## src/design/stack_engine_with_search_sort_macros.svh

```systemverilog
// ----------------------------------------------------------------------------
// Stack engine assertion macros
// Shared concurrent assertion forms for the stack engine.
// ----------------------------------------------------------------------------
`ifndef STACK_ENGINE_WITH_SEARCH_SORT_MACROS_SVH
`define STACK_ENGINE_WITH_SEARCH_SORT_MACROS_SVH

// same-cycle implication, disabled while reset is asserted
`define SSE_ASSERT_NOW(label, clk, rst_n, ante, cons) \
    label: assert property (@(posedge clk) disable iff (!rst_n) (ante) |-> (cons)) \
        else $error("stack engine check failed");

// next-cycle implication, disabled while reset is asserted
`define SSE_ASSERT_NEXT(label, clk, rst_n, ante, cons) \
    label: assert property (@(posedge clk) disable iff (!rst_n) (ante) |=> (cons)) \
        else $error("stack engine check failed");

`endif

```

## src/design/sse_pkg.sv

```systemverilog
// ----------------------------------------------------------------------------
// Stack engine package
// Widths, operation and status codes, and the cell control type.
// ----------------------------------------------------------------------------
`timescale 1ns / 1ps
`default_nettype none

package sse_pkg;

    localparam int DATA_W        = 32;
    localparam int OP_W          = 3;
    localparam int STATUS_W      = 2;
    localparam int POS_W         = 7;
    localparam int DEFAULT_DEPTH = 64;

    // operation codes
    localparam logic [OP_W-1:0] OP_PUSH   = 3'd0;
    localparam logic [OP_W-1:0] OP_POP    = 3'd1;
    localparam logic [OP_W-1:0] OP_PEEK   = 3'd2;
    localparam logic [OP_W-1:0] OP_SEARCH = 3'd3;
    localparam logic [OP_W-1:0] OP_SORT   = 3'd4;
    localparam logic [OP_W-1:0] OP_SIZE   = 3'd5;

    // status codes
    localparam logic [STATUS_W-1:0] STAT_OK       = 2'd0;
    localparam logic [STATUS_W-1:0] STAT_EMPTY    = 2'd1;
    localparam logic [STATUS_W-1:0] STAT_FULL     = 2'd2;
    localparam logic [STATUS_W-1:0] STAT_NOTFOUND = 2'd3;

    // cell commands
    typedef logic [1:0] cell_cmd_t;
    localparam cell_cmd_t CELL_HOLD  = 2'd0;
    localparam cell_cmd_t CELL_DOWN  = 2'd1;  // take word from the cell above
    localparam cell_cmd_t CELL_UP    = 2'd2;  // take word from the cell below
    localparam cell_cmd_t CELL_SORT  = 2'd3;  // compare-exchange with partner

    typedef struct packed {
        cell_cmd_t cmd;
        logic      upper;  // upper member of an active pair: keeps the max
        logic      lower;  // lower member of an active pair: keeps the min
    } cell_ctrl_t;

endpackage

`default_nettype wire

```

## src/design/sse_cell.sv

```systemverilog
// ----------------------------------------------------------------------------
// Stack engine cell
// One stack word; shifts with its neighbors or does a compare-exchange.
// ----------------------------------------------------------------------------
`timescale 1ns / 1ps
`default_nettype none

module sse_cell (
    input  wire logic                              clk,
    input  wire sse_pkg::cell_ctrl_t               ctrl,
    input  wire logic signed [sse_pkg::DATA_W-1:0] data_prev,
    input  wire logic signed [sse_pkg::DATA_W-1:0] data_next,
    output logic signed      [sse_pkg::DATA_W-1:0] data
);

    logic signed [sse_pkg::DATA_W-1:0] word_reg;
    logic signed [sse_pkg::DATA_W-1:0] word_next;

    always_comb
    begin
        word_next = word_reg;
        case (ctrl.cmd)
            sse_pkg::CELL_DOWN: word_next = data_prev;
            sse_pkg::CELL_UP:   word_next = data_next;
            sse_pkg::CELL_SORT:
            begin
                if (ctrl.upper && (data_next > word_reg))
                begin
                    word_next = data_next;
                end
                else if (ctrl.lower && (data_prev < word_reg))
                begin
                    word_next = data_prev;
                end
            end
            default:            word_next = word_reg;
        endcase
    end

    always_ff @(posedge clk)
    begin
        word_reg <= word_next;
    end

    assign data = word_reg;

endmodule

`default_nettype wire

```

## config.mk

```make
export PLATFORM = sky130hd
export DESIGN_NAME = sse_cell
export DESIGN_NICKNAME = d
export VERILOG_FILES = /design/src/design/stack_engine_with_search_sort_macros.svh /design/src/design/sse_pkg.sv /design/src/design/sse_cell.sv
export SDC_FILE = /design/constraint.sdc
export NUM_CORES = 1
export LEC_CHECK = 0
export BUFFER_PORTS_ARGS = -buffer_cell sky130_fd_sc_hd__buf_2
export CELL_PAD_IN_SITES_DETAIL_PLACEMENT = 0
export CELL_PAD_IN_SITES_GLOBAL_PLACEMENT = 1
export CORE_ASPECT_RATIO = 1.1
export CORE_MARGIN = 4
export CORE_UTILIZATION = 38
export DETAILED_ROUTE_END_ITERATION = 8
export HOLD_SLACK_MARGIN = 0.15
export PLACE_DENSITY_LB_ADDON = 0.1
export RECOVER_POWER = 100
export SYNTH_ARGS = -nofsm -noshare
export SYNTH_HDL_FRONTEND = slang
export SYNTH_SLANG_ARGS = --single-unit
```

## constraint.sdc

```tcl
create_clock -name clk -period 4.5 [get_ports clk]
set_clock_uncertainty 0.15 [all_clocks]
set_input_delay 0.9 -clock clk [delete_from_list [all_inputs] [get_ports clk]]
set_output_delay 0.9 -clock clk [all_outputs]
set_load 0.01 [all_outputs]
```

Word-level counts from Yosys, hierarchy flattened
Index checks and enable logic that the tools add are counted.

storage, ports and cells
  logic and storage cells = 14
  input port bits = 69
  flip-flop bits (word level) = 32

cells by class
  equal/unequal tests = 4
  mux-type cells = 3
  magnitude comparators = 2
  reduce and logical (&&, ||, !) cells = 4

operators with widths
  operator                                        number
  one-hot mux 32 bit (3 select lines)             1
  two-way mux 32 bit                              2
  > comparator 32 bit                             1
  < comparator 32 bit                             1
  == test 2 bit (second input constant)           2
  inequality test 3 bit (second input constant)   1
  nonzero test 3 bit                              1
  == test 2 x 1 -> 1 bit (second input constant)  1
  logical AND 1 bit                               2
  AND reduction 2 bit                             1

Logic depth before layout (Yosys ltp)
  depth after elaboration = 5
  mapped depth = 10

Least setup slack after synthesis
OpenSTA, ideal clock, no wires.

  path type = input to register
  start = input data_next[10] (netlist bit)
  end = register word_reg, in the netlist data[0], enable pin
  library setup time = 0.390 ns
  arrival time = 3.014 ns
  slack = 0.946 ns
  path buffers = 0
  stages = 8
  cell sequence = ha_1 -> and4_1 -> nor3b_2 -> inv_1 -> o221a_1 -> o311a_4 -> nor2_1 -> or3_1

on the way
  cells in the longest elaborated chain, start to end = 4

ends and longest elaborated chain
  item                             line            source
  from (decl)                      sse_cell.sv:12  input wire logic signed [sse_pkg::DATA_W-1:0] data_next,
  > comparator 32 bit              sse_cell.sv:27  if (ctrl.upper && (data_next > word_reg))
  logical AND 1 bit                sse_cell.sv:27
  inequality test 3 bit (no line)  n/a
  AND reduction 2 bit (no line)    n/a
  to (signal assigned)             sse_cell.sv:42  word_reg <= word_next;
  to (decl)                        sse_cell.sv:16  logic signed [sse_pkg::DATA_W-1:0] word_reg;

Every way passes these cells.
A chain may end at the register's enable or synchronous reset.

Final worst setup path
  start = input data_next[31] (netlist bit)
  end = register word_reg, in the netlist data[13], enable pin

The elaborated chain is that of the path after synthesis.

==> flow_metrics.env <==
export IMPL_status="complete, no violations"
export IMPL_yosysWarnings=0
export IMPL_cts_buffers=5
export IMPL_tns_ns=0
export IMPL_drv_slew=0
export IMPL_crit_arrival_ns=3.47
export IMPL_cp_start_kind="primary input"
export IMPL_holdPathEnd="data[22]$_DFFE_PP_"
export IMPL_area_delta_synth_final_pct=21.2
export IMPL_grt_pass1_wl_microns=11800
export IMPL_path_class="in2reg"
export IMPL_min_delay_path_depth=2
export IMPL_avgRoutedWirePerCell_microns=15.7
export IMPL_fill_cells=742
export IMPL_fin_cells=470
export IMPL_ioPinCount=101
export IMPL_cts_buffer_depth=2
export IMPL_ys_seq_elements=32
export IMPL_nNetsFinal=516
export IMPL_synth_area_per_cell_sq_um=10.4
export IMPL_ir_drop_uv=109
export IMPL_endpoint_kind="flip-flop"
export IMPL_fp_dieArea_sq_mm=0.00905
export IMPL_grt_overflow_total=0
export IMPL_grt_usage=0.163
export IMPL_routed_wl_microns=7360
export IMPL_synth_edf_count=32
export IMPL_worst_skew_pair_late_latency_ns=0.28
export IMPL_synthTopCellsByArea="edfxtp_1 33%, ha_1 28%, a22o_1 9.7%"
export IMPL_die_height_microns=99.4
export IMPL_r2r_start="data[31]$_DFFE_PP_"
export IMPL_start_util=0.388
export IMPL_min_path_type="in2reg"
export IMPL_dp_cells=462
export IMPL_reg2reg_to="data[13]$_DFFE_PP_"
export IMPL_cts_root_buf="clkbuf_8"
export IMPL_hpwl_microns=6130
export IMPL_design_core_area_sq_mm=0.00743
export IMPL_postCtsSetupBuffers=0
export IMPL_drive_above_1_share=0.206
export IMPL_min_period_ns=3.62
export IMPL_antenna_found_initial=0
export IMPL_synth_top_area_frac=0.333
export IMPL_min_from="data_next[22]"
export IMPL_tightestPinTransition_ns=0.627
export IMPL_first_global_vias=2518
export IMPL_fmax_mhz=276
export IMPL_std_cell_rows=33
export IMPL_drc_errors=0
export IMPL_yosys_top_cells_count="65 x ha_1, 39 x inv_1, 32 x a22o_1, 32 x edfxtp_1, 25 x a21oi_1"
export IMPL_period_share=0.804
export IMPL_insertedDiodeCount=0
export IMPL_dominantRegCellSynth="edfxtp_1"
export IMPL_reg2reg_depth=10
export IMPL_clkSlewWorstSetupHoldPaths_ns=0.07
export IMPL_vias=2496
export IMPL_crit_required_ns=4.35
export IMPL_gp_congestion=0.800
export IMPL_powerDensity_mw_per_mm2=306
export IMPL_final_util=0.470
export IMPL_cap_violations=0
export IMPL_die_w_microns=91.1
export IMPL_async_flop_share=0
export IMPL_setup_viol=0
export IMPL_slew_headroom=0.582
export IMPL_yosysUniqueCellTypes=31
export IMPL_htreeDepth=2
export IMPL_grt_max_degree=25
export IMPL_portBuffers=100
export IMPL_ctsHoldBuffers=0
export IMPL_netlist_area_sq_mm=0.00288
export IMPL_synth_most_common_cell="ha_1"
export IMPL_seq_area_frac_synth=0.333
export IMPL_r2r_slack_ns=1.17
export IMPL_p_leak_nw=1.68
export IMPL_cts_tree="yes"
export IMPL_antenna_left=0
export IMPL_cts_resized=0
export IMPL_largest_reg_flops=32
export IMPL_crit_fanout=24
export IMPL_synth_top_area_cell="edfxtp_1"
export IMPL_finalHoldViolations=0
export IMPL_vias_per_cell=5.31
export IMPL_drt_first_pass_iters=4
export IMPL_syn_nets=411
export IMPL_dr_first_iter_drc_count=54
export IMPL_synth_cells=277
export IMPL_cts_sinks=32
export IMPL_rsz0062_at_grt="no"
layout by cell type (no fill, tap or decap), types with 3 or more instances in the layout:
cell type  count
nand3_1        7
buf_4          3
nand2_1       15
a21oi_1       25
a22o_1        32
and4_1         3
nor2_1         7
a221oi_1       3
inv_1         39
edfxtp_1      32
clkbuf_8       5
clkbuf_1      36
nand4_1       10
o21ai_0       10
ha_1          65
o2111ai_1      3
buf_2         67
kinds of logic after synthesis:
logic type | share of synthesized area
fa+ha+maj | 0.282
flops | 0.333
simple gates | 0.0881
buf+inv | 0.0703
compound gates | 0.226
how the worst max path moves through the flow:
stage | from | cells past startpoint | end | slack [ns]
floorplan | data_next[10] | 8 | data[0]$_DFFE_PP_ | 0.95
global placement | data_next[31] | 10 | data[14]$_DFFE_PP_ | 0.75
detailed placement | data_next[31] | 10 | data[13]$_DFFE_PP_ | 0.66
CTS | data_next[31] | 10 | data[13]$_DFFE_PP_ | 0.96
global route | data_next[31] | 10 | data[10]$_DFFE_PP_ | 0.63
finish | data_next[31] | 10 | data[13]$_DFFE_PP_ | 0.88
worst max-delay path, stage by stage:
cell       delay, ns
clkbuf_1        0.10
ha_1            0.36
nand4_1         0.18
nor3_1          0.30
a221oi_1        0.12
o21a_1          0.14
o2111ai_1       0.41
nor2_1          0.07
or3_1           0.56
buf_4           0.33
area by class of cell:
type	instances	area (sq um)	share of cell area
Timing Repair Buffer	104	485	0.139
Sequential cell	32	961	0.275
Tap cell	87	109	0.0311
Clock buffer	7	76.3	0.0218
Multi-Input combinational cell	200	1710	0.490
Clock inverter	1	3.75	0.00107
Inverter	39	146	0.0419
per-layer routing:
layer | up-vias | track usage | wire length, microns
met3 | 6 | 0.0378 | 430
met5 | - | 0 | 0
met4 | 0 | 0.0348 | 59
met1 | 1145 | 0.192 | 3150
met2 | 65 | 0.300 | 3720
li1 | 1280 | - | -
where the power goes:
| part | internal (mW) | total [mW] | switching, mW | leakage (nW) |
|---|---|---|---|---|
| clock network | 0.108 | 0.214 | 0.106 | 0.0399 |
| logic | 0.184 | 0.438 | 0.254 | 1.32 |
| registers | 0.393 | 0.417 | 0.0240 | 0.313 |
metrics by stage:
step | power (mW) | setup WS (ns) | instance area [sq um] | hold WS, ns
detailed placement | 0.881 | 0.665 | 3470 | 1.06
global route | 1.16 | 0.629 | 3500 | 0.778
floorplan | 0.716 | 0.946 | 2880 | 0.952
global placement | 0.876 | 0.746 | 3470 | 1.06
CTS | 1.10 | 0.962 | 3550 | 0.767
finish | 1.07 | 0.881 | 3500 | 0.778
No activity file was read; power rests on OpenSTA's default activity.
